$ cat config.mk
export PLATFORM = sky130hd
export DESIGN_NAME = integer_key_set_table_flat
export DESIGN_NICKNAME = d
export VERILOG_FILES = /design/src/rtl/core/iks_pkg.sv /design/src/rtl/core/iks_cmd_if.sv /design/src/rtl/core/iks_rsp_if.sv /design/src/rtl/core/integer_key_set_table.sv /design/src/flat_wrapper.sv
export VERILOG_INCLUDE_DIRS = /design/src /design/src/rtl/core
export SDC_FILE = /design/constraint.sdc
export NUM_CORES = 1
export LEC_CHECK = 0
export BUFFER_PORTS_ARGS = -buffer_cell sky130_fd_sc_hd__buf_2
export CAP_MARGIN = 20
export CORE_ASPECT_RATIO = 0.7
export CORE_MARGIN = 3
export CORE_UTILIZATION = 60
export DETAILED_ROUTE_END_ITERATION = 16
export GPL_TIMING_DRIVEN = 0
export PLACE_DENSITY = 0.77
export SLEW_MARGIN = 20
export SYNTH_ARGS = -nofsm -noshare
export SYNTH_HDL_FRONTEND = slang
export SYNTH_SLANG_ARGS = --single-unit
$ cat constraint.sdc
create_clock -name clk -period 7.7 [get_ports clk]
set_input_delay 1.155 -clock clk [delete_from_list [all_inputs] [get_ports clk]]
set_output_delay 1.155 -clock clk [all_outputs]
set_load 0.02 [all_outputs]
$ cat src/rtl/core/integer_key_set_table_macros.svh
// Assertion macros for the key set table.
`ifndef INTEGER_KEY_SET_TABLE_MACROS_SVH
`define INTEGER_KEY_SET_TABLE_MACROS_SVH

// Same-cycle implication, checked on clk, off during reset.
`define IKS_ASSERT_NOW(label, ante, cons, msg) \
    label: assert property (@(posedge clk) disable iff (!rst_n) (ante) |-> (cons)) \
        else $error(msg);

// Next-cycle implication, checked on clk, off during reset.
`define IKS_ASSERT_NEXT(label, ante, cons, msg) \
    label: assert property (@(posedge clk) disable iff (!rst_n) (ante) |=> (cons)) \
        else $error(msg);

`endif

$ cat src/rtl/core/iks_pkg.sv
// Types and codes shared by the key set table files.
package iks_pkg;

    localparam int KEY_W    = 32;
    localparam int CMD_W    = 2;
    localparam int STATUS_W = 2;
    localparam int COUNT_W  = 5;

    localparam logic [CMD_W-1:0] CMD_INSERT = 2'd0;
    localparam logic [CMD_W-1:0] CMD_REMOVE = 2'd1;

    localparam logic [STATUS_W-1:0] STAT_DONE      = 2'd0;
    localparam logic [STATUS_W-1:0] STAT_DUPLICATE = 2'd1;
    localparam logic [STATUS_W-1:0] STAT_NOT_FOUND = 2'd2;
    localparam logic [STATUS_W-1:0] STAT_FULL      = 2'd3;

    // One table slot: valid mark and key.
    typedef struct packed {
        logic             valid;
        logic [KEY_W-1:0] key;
    } slot_t;

endpackage

$ cat src/rtl/core/iks_cmd_if.sv
// Command channel: one word is an operation code and a key.
interface iks_cmd_if;
    logic                                valid;
    logic                                ready;
    logic [iks_pkg::CMD_W-1:0]           command;
    logic signed [iks_pkg::KEY_W-1:0]    key;

    modport source (output valid, output command, output key, input ready);
    modport sink   (input valid, input command, input key, output ready);
endinterface

$ cat src/rtl/core/iks_rsp_if.sv
// Response channel: one word per command.
interface iks_rsp_if;
    logic                                valid;
    logic                                ready;
    logic                                was_present;
    logic [iks_pkg::STATUS_W-1:0]        status;
    logic [iks_pkg::COUNT_W-1:0]         entry_count;

    modport source (output valid, output was_present, output status, output entry_count,
                    input ready);
    modport sink   (input valid, input was_present, input status, input entry_count,
                    output ready);
endinterface

$ cat src/rtl/core/integer_key_set_table.sv
// Key set table: insert, remove or query one key against CAPACITY slots, one word per command.
// From command accept the sequencer runs slot scan, drain and apply; apply waits for the output register.
// Commands are handled one at a time; the scan reads the slots through the single read port of the slot memory.
// A new command is taken while the previous response still waits in the output register.
// Reset (rst_n, async, active low) starts a clearing pass over all CAPACITY slots of the slot
// memory; no command is taken until it ends. Count and response valid reset to zero.
`include "integer_key_set_table_macros.svh"

module integer_key_set_table #(
    parameter int CAPACITY = 16
) (
    input  logic      clk,
    input  logic      rst_n,
    iks_cmd_if.sink   req,
    iks_rsp_if.source rsp
);

    localparam int IDX_W = (CAPACITY > 1) ? $clog2(CAPACITY) : 1;
    localparam int CNT_W = $clog2(CAPACITY + 1);
    localparam logic [IDX_W-1:0] LAST_IDX = IDX_W'(CAPACITY - 1);

    // Sequencer codes.
    localparam logic [2:0] ST_CLEAR = 3'd0;
    localparam logic [2:0] ST_IDLE  = 3'd1;
    localparam logic [2:0] ST_SCAN  = 3'd2;
    localparam logic [2:0] ST_DRAIN = 3'd3;
    localparam logic [2:0] ST_APPLY = 3'd4;

    logic [2:0] state_reg, state_next;

    // Slot memory: one write port, one registered read port.
    iks_pkg::slot_t mem [CAPACITY];
    iks_pkg::slot_t rd_data_reg;
    iks_pkg::slot_t mem_wdata;
    logic           mem_we;
    logic [IDX_W-1:0] mem_waddr;

    // Scan address (also the clearing pass address).
    logic [IDX_W-1:0] scan_idx_reg, scan_idx_next;

    // Read pipeline tag: which slot rd_data_reg holds.
    logic             pipe_vld_reg;
    logic [IDX_W-1:0] pipe_idx_reg;

    // Command held during the scan.
    logic [iks_pkg::CMD_W-1:0]        cmd_reg;
    logic signed [iks_pkg::KEY_W-1:0] key_reg;

    // Scan results.
    logic             hit_reg, hit_next;
    logic [IDX_W-1:0] hit_idx_reg, hit_idx_next;
    logic             free_reg, free_next;
    logic [IDX_W-1:0] free_idx_reg, free_idx_next;

    logic [CNT_W-1:0] held_count_reg, held_count_next;

    // Response register.
    logic                            rsp_valid_reg, rsp_valid_next;
    logic                            rsp_present_reg, rsp_present_next;
    logic [iks_pkg::STATUS_W-1:0]    rsp_status_reg, rsp_status_next;
    logic [iks_pkg::COUNT_W-1:0]     rsp_count_reg, rsp_count_next;

    logic accept;
    logic apply_go;
    logic slot_hit;
    logic slot_free;

    assign req.ready       = (state_reg == ST_IDLE);
    assign accept          = req.valid && req.ready;
    assign rsp.valid       = rsp_valid_reg;
    assign rsp.was_present = rsp_present_reg;
    assign rsp.status      = rsp_status_reg;
    assign rsp.entry_count = rsp_count_reg;

    // Apply only once the output register is free or being emptied.
    assign apply_go = (state_reg == ST_APPLY) && (!rsp_valid_reg || rsp.ready);

    // Shared comparator on the slot coming out of memory.
    assign slot_hit  = pipe_vld_reg && rd_data_reg.valid && (rd_data_reg.key == key_reg);
    assign slot_free = pipe_vld_reg && !rd_data_reg.valid;

    always_comb
    begin
        state_next       = state_reg;
        scan_idx_next    = scan_idx_reg;
        hit_next         = hit_reg;
        hit_idx_next     = hit_idx_reg;
        free_next        = free_reg;
        free_idx_next    = free_idx_reg;
        held_count_next  = held_count_reg;
        rsp_valid_next   = rsp_valid_reg && !rsp.ready;
        rsp_present_next = rsp_present_reg;
        rsp_status_next  = rsp_status_reg;
        rsp_count_next   = rsp_count_reg;
        mem_we           = 1'b0;
        mem_waddr        = scan_idx_reg;
        mem_wdata        = '{valid: 1'b0, key: key_reg};

        if (slot_hit)
        begin
            hit_next     = 1'b1;
            hit_idx_next = pipe_idx_reg;
        end
        if (slot_free && !free_reg)
        begin
            free_next     = 1'b1;
            free_idx_next = pipe_idx_reg;
        end

        unique case (state_reg)
            ST_CLEAR:
            begin
                mem_we = 1'b1;
                if (scan_idx_reg == LAST_IDX)
                begin
                    scan_idx_next = '0;
                    state_next    = ST_IDLE;
                end
                else
                begin
                    scan_idx_next = scan_idx_reg + 1'b1;
                end
            end
            ST_IDLE:
            begin
                if (accept)
                begin
                    hit_next      = 1'b0;
                    free_next     = 1'b0;
                    scan_idx_next = '0;
                    state_next    = ST_SCAN;
                end
            end
            ST_SCAN:
            begin
                if (scan_idx_reg == LAST_IDX)
                begin
                    state_next = ST_DRAIN;
                end
                else
                begin
                    scan_idx_next = scan_idx_reg + 1'b1;
                end
            end
            ST_DRAIN:
            begin
                state_next = ST_APPLY;
            end
            ST_APPLY:
            begin
                if (apply_go)
                begin
                    rsp_valid_next   = 1'b1;
                    rsp_present_next = hit_reg;
                    rsp_status_next  = iks_pkg::STAT_DONE;
                    if (cmd_reg == iks_pkg::CMD_INSERT)
                    begin
                        if (hit_reg)
                        begin
                            rsp_status_next = iks_pkg::STAT_DUPLICATE;
                        end
                        else if (!free_reg)
                        begin
                            rsp_status_next = iks_pkg::STAT_FULL;
                        end
                        else
                        begin
                            mem_we          = 1'b1;
                            mem_waddr       = free_idx_reg;
                            mem_wdata.valid = 1'b1;
                            held_count_next = held_count_reg + 1'b1;
                        end
                    end
                    else if (cmd_reg == iks_pkg::CMD_REMOVE)
                    begin
                        if (hit_reg)
                        begin
                            mem_we          = 1'b1;
                            mem_waddr       = hit_idx_reg;
                            held_count_next = held_count_reg - 1'b1;
                        end
                        else
                        begin
                            rsp_status_next = iks_pkg::STAT_NOT_FOUND;
                        end
                    end
                    rsp_count_next = iks_pkg::COUNT_W'(held_count_next);
                    state_next     = ST_IDLE;
                end
            end
            default:
            begin
                state_next = ST_CLEAR;
            end
        endcase
    end

    // Control state.
    always_ff @(posedge clk or negedge rst_n)
    begin
        if (!rst_n)
        begin
            state_reg      <= ST_CLEAR;
            scan_idx_reg   <= '0;
            pipe_vld_reg   <= 1'b0;
            hit_reg        <= 1'b0;
            free_reg       <= 1'b0;
            held_count_reg <= '0;
            rsp_valid_reg  <= 1'b0;
        end
        else
        begin
            state_reg      <= state_next;
            scan_idx_reg   <= scan_idx_next;
            pipe_vld_reg   <= (state_reg == ST_SCAN);
            hit_reg        <= hit_next;
            free_reg       <= free_next;
            held_count_reg <= held_count_next;
            rsp_valid_reg  <= rsp_valid_next;
        end
    end

    // Payload registers.
    always_ff @(posedge clk)
    begin
        pipe_idx_reg    <= scan_idx_reg;
        hit_idx_reg     <= hit_idx_next;
        free_idx_reg    <= free_idx_next;
        rsp_present_reg <= rsp_present_next;
        rsp_status_reg  <= rsp_status_next;
        rsp_count_reg   <= rsp_count_next;
        if (accept)
        begin
            cmd_reg <= req.command;
            key_reg <= req.key;
        end
    end

    // Slot memory.
    always_ff @(posedge clk)
    begin
        if (mem_we)
        begin
            mem[mem_waddr] <= mem_wdata;
        end
        rd_data_reg <= mem[scan_idx_reg];
    end

    `IKS_ASSERT_NOW(a_count_bound, 1'b1, held_count_reg <= CNT_W'(CAPACITY), "count above capacity")
    `IKS_ASSERT_NOW(a_dup_present, rsp_valid_reg && rsp_status_reg == iks_pkg::STAT_DUPLICATE, rsp_present_reg, "duplicate without hit")
    `IKS_ASSERT_NOW(a_miss_absent, rsp_valid_reg && (rsp_status_reg == iks_pkg::STAT_NOT_FOUND || rsp_status_reg == iks_pkg::STAT_FULL), !rsp_present_reg, "miss status with hit")
    `IKS_ASSERT_NEXT(a_drain_apply, state_reg == ST_DRAIN, state_reg == ST_APPLY, "drain not followed by apply")

endmodule

$ cat src/flat_wrapper.sv
// flat-port wrapper written by rule: the top's interface ports become plain ports
module integer_key_set_table_flat 
#(
    parameter int CAPACITY = 16
)
  (clk, rst_n, req_valid, req_command, req_key, req_ready, rsp_valid, rsp_was_present, rsp_status, rsp_entry_count, rsp_ready);
  iks_cmd_if req_i ();
  iks_rsp_if rsp_i ();
  input  logic clk;
  input  logic rst_n;
  input wire logic [$bits(req_i.valid)-1:0] req_valid;
  input wire logic [$bits(req_i.command)-1:0] req_command;
  input wire logic [$bits(req_i.key)-1:0] req_key;
  output wire logic [$bits(req_i.ready)-1:0] req_ready;
  output wire logic [$bits(rsp_i.valid)-1:0] rsp_valid;
  output wire logic [$bits(rsp_i.was_present)-1:0] rsp_was_present;
  output wire logic [$bits(rsp_i.status)-1:0] rsp_status;
  output wire logic [$bits(rsp_i.entry_count)-1:0] rsp_entry_count;
  input wire logic [$bits(rsp_i.ready)-1:0] rsp_ready;
  assign req_i.valid = req_valid;
  assign req_i.command = req_command;
  assign req_i.key = req_key;
  assign req_ready = req_i.ready;
  assign rsp_valid = rsp_i.valid;
  assign rsp_was_present = rsp_i.was_present;
  assign rsp_status = rsp_i.status;
  assign rsp_entry_count = rsp_i.entry_count;
  assign rsp_i.ready = rsp_ready;
  integer_key_set_table #(.CAPACITY(CAPACITY)) u_core (.clk(clk), .rst_n(rst_n), .req(req_i), .rsp(rsp_i));
endmodule
After elaboration in Yosys (flattened, before gate mapping)
Memory sizes are Yosys's and may differ from the RTL's. A register that Yosys moved wholly into a read port is not among the register bits.
Index checks and enable logic that the tools add are counted.
Cells by class
  muxes and demuxes: 46
  equality and inequality tests: 12
  $add $sub $neg: 3
  reduce and logical (&&, ||, !) cells: 18
Operators with widths (number)
  two-way mux 4 bit: 10
  == test 32 bit: 1
  two-way mux 5 bit: 5
  two-way mux 1 bit: 19
  one-hot mux 3 bit (5 select lines): 1
  two-way mux 3 bit: 4
  one-hot mux 4 bit (3 select lines): 1
  two-way mux 2 bit: 5
  logical AND 1 bit: 7
  == test 3 x 2 -> 1 bit (second input constant): 2
  inequality test 2 x 1 -> 1 bit (second input constant): 3
  adder 5 x 1 -> 5 bit (second input constant): 1
  subtractor 5 x 1 -> 5 bit (second input constant): 1
  adder 4 x 1 -> 4 bit (second input constant): 1
  == test 4 bit (second input constant): 1
  logical NOT 1 bit: 4
  inequality test 2 bit (second input constant): 2
  AND reduction 4 bit: 1
  == test 3 x 1 -> 1 bit (second input constant): 1
  == test 3 bit (second input constant): 1
  logical NOT 3 bit: 1
  AND reduction 3 bit: 1
  nonzero test 3 bit: 1
  == test 2 x 1 -> 1 bit (second input constant): 1
  other kinds (4): 4
Storage, ports and cells
  bits in writable memories: 528
  register bits after elaboration: 70
  logic and storage cells: 95
  output and inout bits: 10
  memories: 1
Memory list
  u_core.mem: words 16, bits a word 33, read ports 1, clocked after memory_dff 1, wr ports 1, line integer_key_set_table.sv:32  | iks_pkg::slot_t mem [CAPACITY];

Longest topological paths before layout
Gate-level depths: netlist of run 1.
  depth after elaboration: 7
  gate-level depth with buffers: 7
  gate-level depth less buffers: 6

Worst setup path after synthesis of run 1
No wires, ideal clock.
  kind: input to register
  from: in rsp_ready
  to: mem u_core.mem[10][0] (netlist bit) (enable)
  cell stages on the path: 5
  data required time: 7.277 ns
  slack: 3.877 ns
  data arrival time: 3.400 ns
  buffers on the path: 0
  cell sequence: nand2b_1 o2111ai_2 a22oi_1 nand2_1 nor2_1
Between the ends
  cells in the longest elaborated chain, start to end: 6
Ends and longest elaborated chain
  from (decl): line flat_wrapper.sv:19  | input wire logic [$bits(rsp_i.ready)-1:0] rsp_ready;
  logical OR 1 bit (*): line integer_key_set_table.sv:76  | assign apply_go = (state_reg == ST_APPLY) && (!rsp_valid_reg || rsp.ready);
  logical AND 1 bit (*): line integer_key_set_table.sv:76
  two-way mux 1 bit: line integer_key_set_table.sv:151  | if (apply_go)
  one-hot mux 1 bit (2 select lines): line integer_key_set_table.sv:110  | unique case (state_reg)
  two-way mux 1 bit: line integer_key_set_table.sv:242  | if (mem_we)
  two-way mux 1 bit (not written as such): line integer_key_set_table.sv:244  | mem[mem_waddr] <= mem_wdata;
  to (decl): line integer_key_set_table.sv:32
Every way passes the cells marked *; elsewhere a longest branch is shown, timed or not.

Worst setup path after layout of run 1
  from: reg u_core.scan_idx_reg[1]
  to: mem u_core.mem[15][5] (netlist bit) (enable)
Between the ends
  cells in the longest elaborated chain, start to end: 5
Ends and longest elaborated chain
  from (decl): line integer_key_set_table.sv:39  | logic [IDX_W-1:0] scan_idx_reg, scan_idx_next;
  from (signal assigned): line integer_key_set_table.sv:214  | scan_idx_reg <= scan_idx_next;
  two-way mux 4 bit, on equally long branches: line integer_key_set_table.sv:176, integer_key_set_table.sv:162
  two-way mux 4 bit, on equally long branches: line integer_key_set_table.sv:174, integer_key_set_table.sv:158
  two-way mux 4 bit: line integer_key_set_table.sv:156  | if (cmd_reg == iks_pkg::CMD_INSERT)
  two-way mux 4 bit: line integer_key_set_table.sv:151
  two-way mux 4 bit (*): line integer_key_set_table.sv:110
Marks and branches as above.

==> flow_metrics.env, run 1 <==
export IMPL_layout_overhead_on_the_synthesized_area_pct=14.7
export IMPL_critical_path_endpoint_type="register"
export IMPL_syn_area_per_cell_um2=23.5
export IMPL_critical_path_startpoint_type="register"
export IMPL_clock_sinks=631
export IMPL_report_final_slew_viol_count=0
export IMPL_power_density_cell_area_mw_per_mm2=377
export IMPL_worst_endpoint_arrival_ps=3600
export IMPL_cts_resized=0
export IMPL_tritoncts_clock_tree="built"
export IMPL_finalWirelength_um=53600
export IMPL_max_freq_mhz=301
export IMPL_worst_slew_pin_transition_ps=1050
export IMPL_die_height_um=172
export IMPL_postSynthNetCount=1053
export IMPL_port_buffers=47
export IMPL_cts_htree_levels=2
export IMPL_final_setup_slack_of_the_worst_path_ps=4380
export IMPL_synth_edff_count=578
export IMPL_outcome="complete, no violations"
export IMPL_met3WireLength_um=5300
export IMPL_routed_wl_met2_um=25800
export IMPL_max_clock_path_buffers=3
export IMPL_critPathSlowestCell="sky130_fd_sc_hd__nor2_4"
export IMPL_cts_root_buf="sky130_fd_sc_hd__clkbuf_16"
export IMPL_clk_pin_slew_worst_paths_ps=70
export IMPL_initial_utilization_pct=61.3
export IMPL_rows=60
export IMPL_post_synth_instance_area_mm2=0.0237
export IMPL_m1WireLength_um=21100
export IMPL_hold_path_class="reg -> reg"
export IMPL_cts_post_setup_buffers_inserted=0
export IMPL_detailed_place_hpwl_um=31900
export IMPL_route_antenna_remaining_nets=0
export IMPL_routed_via_count=11400
export IMPL_grt_start_max_net_pins=36
export IMPL_detail_route_vias_per_cell=6.65
export IMPL_worst_path_most_repeated_cell="sky130_fd_sc_hd__buf_2"
export IMPL_synth_main_ff_cell="sky130_fd_sc_hd__edfxtp_1"
export IMPL_path_cells="buf_2, buf_2, buf_2, a22o_1, nand2_1, nor2_4, buf_12"
export IMPL_grt_pass1_vias=11600
export IMPL_critPathMaxFanout=17
export IMPL_antenna_found_initial=0
export IMPL_die_area_mm2=0.0420
export IMPL_worst_ir_drop_on_vdd_mv=0.255
export IMPL_grt_first_pass_wirelength_um=78200
export IMPL_synth_async_sr_flop_share_pct=2.54
export IMPL_report_final_hold_viol_count=0
export IMPL_overflow=0
export IMPL_initialDrtViolationCount=1546
export IMPL_gr_usage_all_layers_pct=26.4
export IMPL_fin_crit_ps=3320
export IMPL_cp_top_family="buffers and inverters"
export IMPL_rrSetupSlack_ps=4380
export IMPL_ratio_of_final_minimum_period_to_clock_period_pct=43.1
export IMPL_design_core_area_mm2=0.0387
export IMPL_cts_hold_fix_buffers=0
export IMPL_detail_route_first_pass_iterations=5
export IMPL_critPathBufInv=4
export IMPL_fin_nets=1184
export IMPL_post_synth_inst_count=1012
export IMPL_fp_dieW_um=244
export IMPL_globalplace_congestion=0.768
export IMPL_cp_required_ps=7980
export IMPL_synth_seq_area_share_pct=77.9
export IMPL_setup_viol=0
export IMPL_rsz0062_at_grt="no"
export IMPL_preCtsSetupSlack_ps=4010
export IMPL_synth_ff_latch_count=631
export IMPL_antenna_diode_count=0
export IMPL_setup_tns_final_ps=0
export IMPL_fin_worst_skew_ps=20.7
export IMPL_largest_register_ff_count=528
export IMPL_synthDistinctLibCells=52
export IMPL_i_o_pin_count=48
export IMPL_share_of_final_layout_standard_cells_stronger_than_drive_strength_1_pct=29.6
export IMPL_timing_max_cap_violations=0
export IMPL_routed_top_layer="met4"
export IMPL_p_leak_nw=8.85
export IMPL_drcViolationCount=0
export IMPL_critical_path_class="reg -> reg"
export IMPL_slew_headroom_pct=30.0
export IMPL_ys_warnings_count=0
export IMPL_critical_path_max_stage_delay_ps=720
export IMPL_nFillCells=2211
export IMPL_number_of_buffers_created_by_cts=54
export IMPL_clock_latency_ps=590
export IMPL_post_drt_wl_per_cell_um=31.3
[path summary, 6_finish.rpt]
| kind | start | end | cells past startpoint |
|---|---|---|---|
| setup / recovery | u_core.scan_idx_reg[1]$_DFFE_PN0P_ | u_core.mem[15][5]$_DFFE_PP_ | 7 |
| hold / removal | u_core.pipe_idx_reg[3]$_DFF_P_ | u_core.free_idx_reg[3]$_DFFE_PP_ | 0 |
| setup reg to reg | u_core.scan_idx_reg[1]$_DFFE_PN0P_ | u_core.mem[15][5]$_DFFE_PP_ | 7 |
| hold reg to reg | u_core.pipe_idx_reg[3]$_DFF_P_ | u_core.free_idx_reg[3]$_DFFE_PP_ | 0 |
| max in group asynchronous | rst_n | u_core.state_reg[1]$_DFFE_PN0P_ | 1 |
| min in group asynchronous | rst_n | u_core.held_count_reg[3]$_DFFE_PN0P_ | 1 |
[logic make-up (layout without fill, tap and decap cells)]
logic type                 after synthesis  in the layout  share of synthesized area (%)
AOI/OAI and AO/OA                       36             36                           1.14
xor gates and xnor gates                39             39                           1.44
adders and majority gates                3              3                          0.158
buffers and inverters                   49            225                           1.31
DFF                                    631            631                           77.9
muxes                                  167            167                           16.1
and+or+nand+nor                         87             87                           1.91
[cell usage after synthesis (2+ instances only)]
library cell / count / area, µm²
sky130_fd_sc_hd__edfxtp_1: 578 / 17400
sky130_fd_sc_hd__buf_6: 13 / 146
sky130_fd_sc_hd__a21oi_1: 5 / 25.0
sky130_fd_sc_hd__nand2_1: 20 / 75.1
sky130_fd_sc_hd__o21ai_0: 8 / 40.0
sky130_fd_sc_hd__nor3b_2: 2 / 25.0
sky130_fd_sc_hd__nor2_1: 26 / 97.6
sky130_fd_sc_hd__nand3_1: 6 / 30.0
sky130_fd_sc_hd__nand2b_1: 2 / 12.5
sky130_fd_sc_hd__a22o_1: 7 / 61.3
sky130_fd_sc_hd__dfxtp_1: 37 / 741
sky130_fd_sc_hd__nor3b_1: 2 / 15.0
sky130_fd_sc_hd__buf_2: 11 / 55.1
sky130_fd_sc_hd__ha_1: 3 / 37.5
sky130_fd_sc_hd__nor2b_1: 4 / 25.0
sky130_fd_sc_hd__a22oi_1: 4 / 30.0
sky130_fd_sc_hd__buf_1: 8 / 30.0
sky130_fd_sc_hd__nand4_1: 6 / 37.5
sky130_fd_sc_hd__and2_1: 4 / 25.0
sky130_fd_sc_hd__xnor2_1: 19 / 166
sky130_fd_sc_hd__dfrtp_1: 16 / 400
sky130_fd_sc_hd__mux4_2: 142 / 3200
sky130_fd_sc_hd__nor4_1: 4 / 25.0
sky130_fd_sc_hd__nor3_1: 4 / 20.0
sky130_fd_sc_hd__inv_1: 6 / 22.5
sky130_fd_sc_hd__mux4_1: 23 / 604
sky130_fd_sc_hd__xor2_1: 20 / 175
sky130_fd_sc_hd__clkbuf_1: 8 / 30.0
[layout make-up]
cell class	count	area (µm²)	share of cell area, %
flip-flops and latches	631	18500	68.0
plain buffers	43	289	1.06
repair buffers	75	948	3.48
clock buffers	81	1590	5.86
inverters	6	22.5	0.0827
multi-input cells	332	5050	18.6
clock inverters	20	158	0.579
well taps	527	659	2.42
[layer usage]
layer | up-vias | GRT usage (%)
met4 | 0 | 7.59
li1 | 4544 | -
met1 | 6061 | 38.7
met5 | - | 0
met2 | 706 | 41.5
met3 | 101 | 5.35
[layout by cell type, fill, tap and decap left out, drive strengths merged, types with 3 or more instances in the layout]
| cell | synthesis | final |
|---|---|---|
| dfrtp | 16 | 16 |
| nand2 | 20 | 20 |
| o21ai | 9 | 9 |
| mux4 | 165 | 165 |
| clkbuf | 9 | 90 |
| a21oi | 5 | 5 |
| xor2 | 20 | 20 |
| nor3b | 4 | 4 |
| nor2 | 26 | 26 |
| a22oi | 4 | 4 |
| ha | 3 | 3 |
| nor4 | 4 | 4 |
| a22o | 7 | 7 |
| inv | 6 | 8 |
| dfxtp | 37 | 37 |
| clkinv | 0 | 16 |
| nor2b | 4 | 4 |
| nand4 | 6 | 6 |
| buf | 34 | 109 |
| nor3 | 5 | 5 |
| edfxtp | 578 | 578 |
| nand3 | 6 | 6 |
| and2 | 4 | 4 |
| xnor2 | 19 | 19 |
[per-stage QoR]
| stage | util [%] | hold WS [ps] | instances | total power [W] | cell area, µm² |
|---|---|---|---|---|---|
| 5_1_grt | 70.3 | 442 | 1715 | 0.0106 | 27200 |
| 3_5_place_dp | 65.7 | 396 | 1614 | 0.00760 | 25500 |
| 6_report | 70.3 | 434 | 1715 | 0.0103 | 27200 |
| 2_1_floorplan | - | 366 | 1012 | 0.00645 | 23700 |
| 3_3_place_gp | 63.6 | 391 | 1586 | 0.00728 | 24600 |
| 4_1_cts | 70.3 | 428 | 1715 | 0.0103 | 27200 |
[power by group]
part	total, W	switching (W)	internal (W)
clock network	0.00270	0.00120	0.00150
registers	0.00462	0.000227	0.00439
logic	0.00296	0.00159	0.00137
total	0.0103	0.00301	0.00726
Power figures use the tool's default switching activity.
==> run 2: changes to the inputs <==
Settings changed: CORE_UTILIZATION 60 to 56, PLACE_DENSITY 0.77 to 0.75.
Clock period 7.7 ns to 2.8 ns, I/O delays scaled along.
==> flow_metrics.env, run 2 (synthesis results as in run 1) <==
export IMPL_grt_pass1_vias=11700
export IMPL_clock_sinks=631
export IMPL_tritoncts_clock_tree="built"
export IMPL_layout_overhead_on_the_synthesized_area_pct=18.3
export IMPL_die_area_mm2=0.0449
export IMPL_setup_viol=185
export IMPL_utilization_pct=67.8
export IMPL_report_final_slew_viol_count=0
export IMPL_initial_utilization_pct=57.3
export IMPL_report_final_hold_viol_count=0
export IMPL_setup_tns_final_ps=-15280
export IMPL_design_internal_power_w=0.0204
export IMPL_initialDrtViolationCount=1514
export IMPL_die_height_um=178
export IMPL_antenna_found_initial=2
export IMPL_hold_path_startpoint="req_key[31]"
export IMPL_cts_htree_levels=2
export IMPL_grt_first_pass_wirelength_um=80100
export IMPL_share_of_final_layout_standard_cells_stronger_than_drive_strength_1_pct=31.5
export IMPL_max_freq_mhz=337
export IMPL_rows=62
export IMPL_crit_reg2reg_launch="u_core.cmd_reg[0]$_DFFE_PP_"
export IMPL_fp_dieW_um=252
export IMPL_fin_crit_ps=2970
export IMPL_post_drt_wl_per_cell_um=31.3
export IMPL_cp_required_ps=3090
export IMPL_pwr_share_comb_pct=29.5
export IMPL_detail_route_first_pass_iterations=6
export IMPL_failed_checks="negative setup slack"
export IMPL_critical_path_endpoint_type="register"
export IMPL_number_of_buffers_created_by_cts=55
export IMPL_hold_worst_slack_ps=12.4
export IMPL_power_clock_fraction_pct=26.5
export IMPL_power_density_cell_area_mw_per_mm2=1030
export IMPL_post_dp_cell_area_mm2=0.0256
export IMPL_critical_path_max_stage_delay_ps=540
export IMPL_clock_latency_ps=610
export IMPL_fin_nets=1250
export IMPL_rsz0062_at_grt="yes"
export IMPL_power_switching_w=0.00844
export IMPL_detail_route_vias_per_cell=6.49
export IMPL_worst_endpoint_arrival_ps=3260
export IMPL_outcome="finished with violations"
export IMPL_critical_path_startpoint_type="register"
export IMPL_pwr_share_seq_pct=43.9
export IMPL_final_setup_slack_of_the_worst_path_ps=-166
export IMPL_design_core_area_mm2=0.0414
export IMPL_max_clock_path_buffers=3
export IMPL_port_buffers=47
export IMPL_worst_path_most_repeated_cell="sky130_fd_sc_hd__buf_16"
export IMPL_fin_worst_skew_ps=31.9
export IMPL_p_sw_share_pct=29.2
export IMPL_critical_path_class="reg -> reg"
export IMPL_i_o_pin_count=48
export IMPL_final_cell_mix="sky130_fd_sc_hd__edfxtp_1, sky130_fd_sc_hd__mux4_2, sky130_fd_sc_hd__buf_2, sky130_fd_sc_hd__clkbuf_16, sky130_fd_sc_hd__dfxtp_1"
export IMPL_antenna_diode_count=0
export IMPL_gr_usage_all_layers_pct=25.2
export IMPL_critPathMaxFanout=14
export IMPL_routed_via_count=11600
export IMPL_largest_register_ff_count=528
export IMPL_grt_start_max_net_pins=36
export IMPL_drcViolationCount=0
export IMPL_clk_pin_slew_worst_paths_ps=70
export IMPL_hold_path_class="in -> reg"
export IMPL_overflow=0
export IMPL_cts_root_buf="sky130_fd_sc_hd__clkbuf_16"
export IMPL_critPathBufInv=4
export IMPL_ratio_of_final_minimum_period_to_clock_period_pct=106
export IMPL_final_design_area_no_fill_mm2=0.0281
export IMPL_cp_top_family="buffers and inverters"
export IMPL_report_power_total_w=0.0289
export IMPL_globalplace_congestion=0.766
export IMPL_worst_ir_drop_on_vdd_mv=0.608
export IMPL_timing_max_cap_violations=0
export IMPL_mostFrequentLayoutCell="sky130_fd_sc_hd__edfxtp_1"
export IMPL_critPathSlowestCell="sky130_fd_sc_hd__edfxtp_1"
export IMPL_critPathLaunch="u_core.cmd_reg[0]$_DFFE_PP_"
export IMPL_slew_headroom_pct=29.5
export IMPL_route_antenna_remaining_nets=0
export IMPL_worst_slew_pin_transition_ps=1060
export IMPL_p_leak_nw=9.22
export IMPL_finalWirelength_um=56100
export IMPL_path_cells="and2_1, clkbuf_2, o2111ai_4, buf_4, a22oi_2, nand2_1, nor2_4, buf_16, buf_16"
export IMPL_detailed_place_hpwl_um=32700
## run 2: stage by stage
stage | cells | setup WS (ps)
global route | 1795 | -238
global placement | 1603 | -2660
finish | 1795 | -166
detailed placement | 1635 | -437
CTS | 1787 | 12.5
floorplan | 1012 | -523
## run 2: layout make-up
cell class                 count  area [µm²]
buffer                        43         295
clock buffer                  72        1510
clock inverter                27         284
fill                        2496       13300
inverter                       6        26.3
multi-input combinational    332        5130
sequential                   631       18500
tap                          544         681
timing repair buffer         140        1650
## run 2: timing repair
| item | CTS | global route |
|---|---|---|
| resized for setup | 7 | 12 |
| pin swaps | 16 | 4 |
| setup endpoints to repair | 456 | 363 |
| hold endpoints to repair | 46 | 1 |
| hold buffers | 31 | 1 |
| setup buffers | 22 | 7 |
## run 2: worst reg2reg max path, delay by kind of cell (launching register included)
kind / cells / cell delay [ps]
buf+inv: 4 / 840
simple gates: 3 / 720
flops: 1 / 540
compound gates: 2 / 530
## run 2: power by group through the flow
stage	logic [W]	registers [W]	clock network, W
6_report	0.00853	0.0127	0.00766
3_5_place_dp	0.00814	0.0128	0
5_1_grt	0.00891	0.0128	0.00813
3_3_place_gp	0.00717	0.0129	0
2_1_floorplan	0.00508	0.0127	0
4_1_cts	0.00841	0.0127	0.00770
## run 2: per-layer routing
| metal | wire (µm) | part of all wire, % | track usage (%) | vias up |
|---|---|---|---|---|
| met4 | 1560 | 2.8 | 7.23 | 2 |
| met3 | 5160 | 9.2 | 4.93 | 132 |
| met5 | 14 | 0.025 | 0 | - |
| met2 | 26900 | 48 | 39.8 | 683 |
| met1 | 22500 | 40 | 36.8 | 6157 |
| li1 | - | - | - | 4674 |
## run 2: final timing paths
kind / cells past startpoint / slack, ps / end
hold reg to reg: 0 / 440 / u_core.hit_idx_reg[0]$_DFFE_PP_
min in group asynchronous: 2 / 310 / u_core.held_count_reg[0]$_DFFE_PN0P_
setup / recovery: 9 / -170 / u_core.mem[3][2]$_DFFE_PP_
max in group asynchronous: 2 / 2150 / u_core.hit_reg$_DFF_PN0_
setup reg to reg: 9 / -170 / u_core.mem[3][2]$_DFFE_PP_
hold / removal: 1 / 10 / u_core.key_reg[31]$_DFFE_PP_
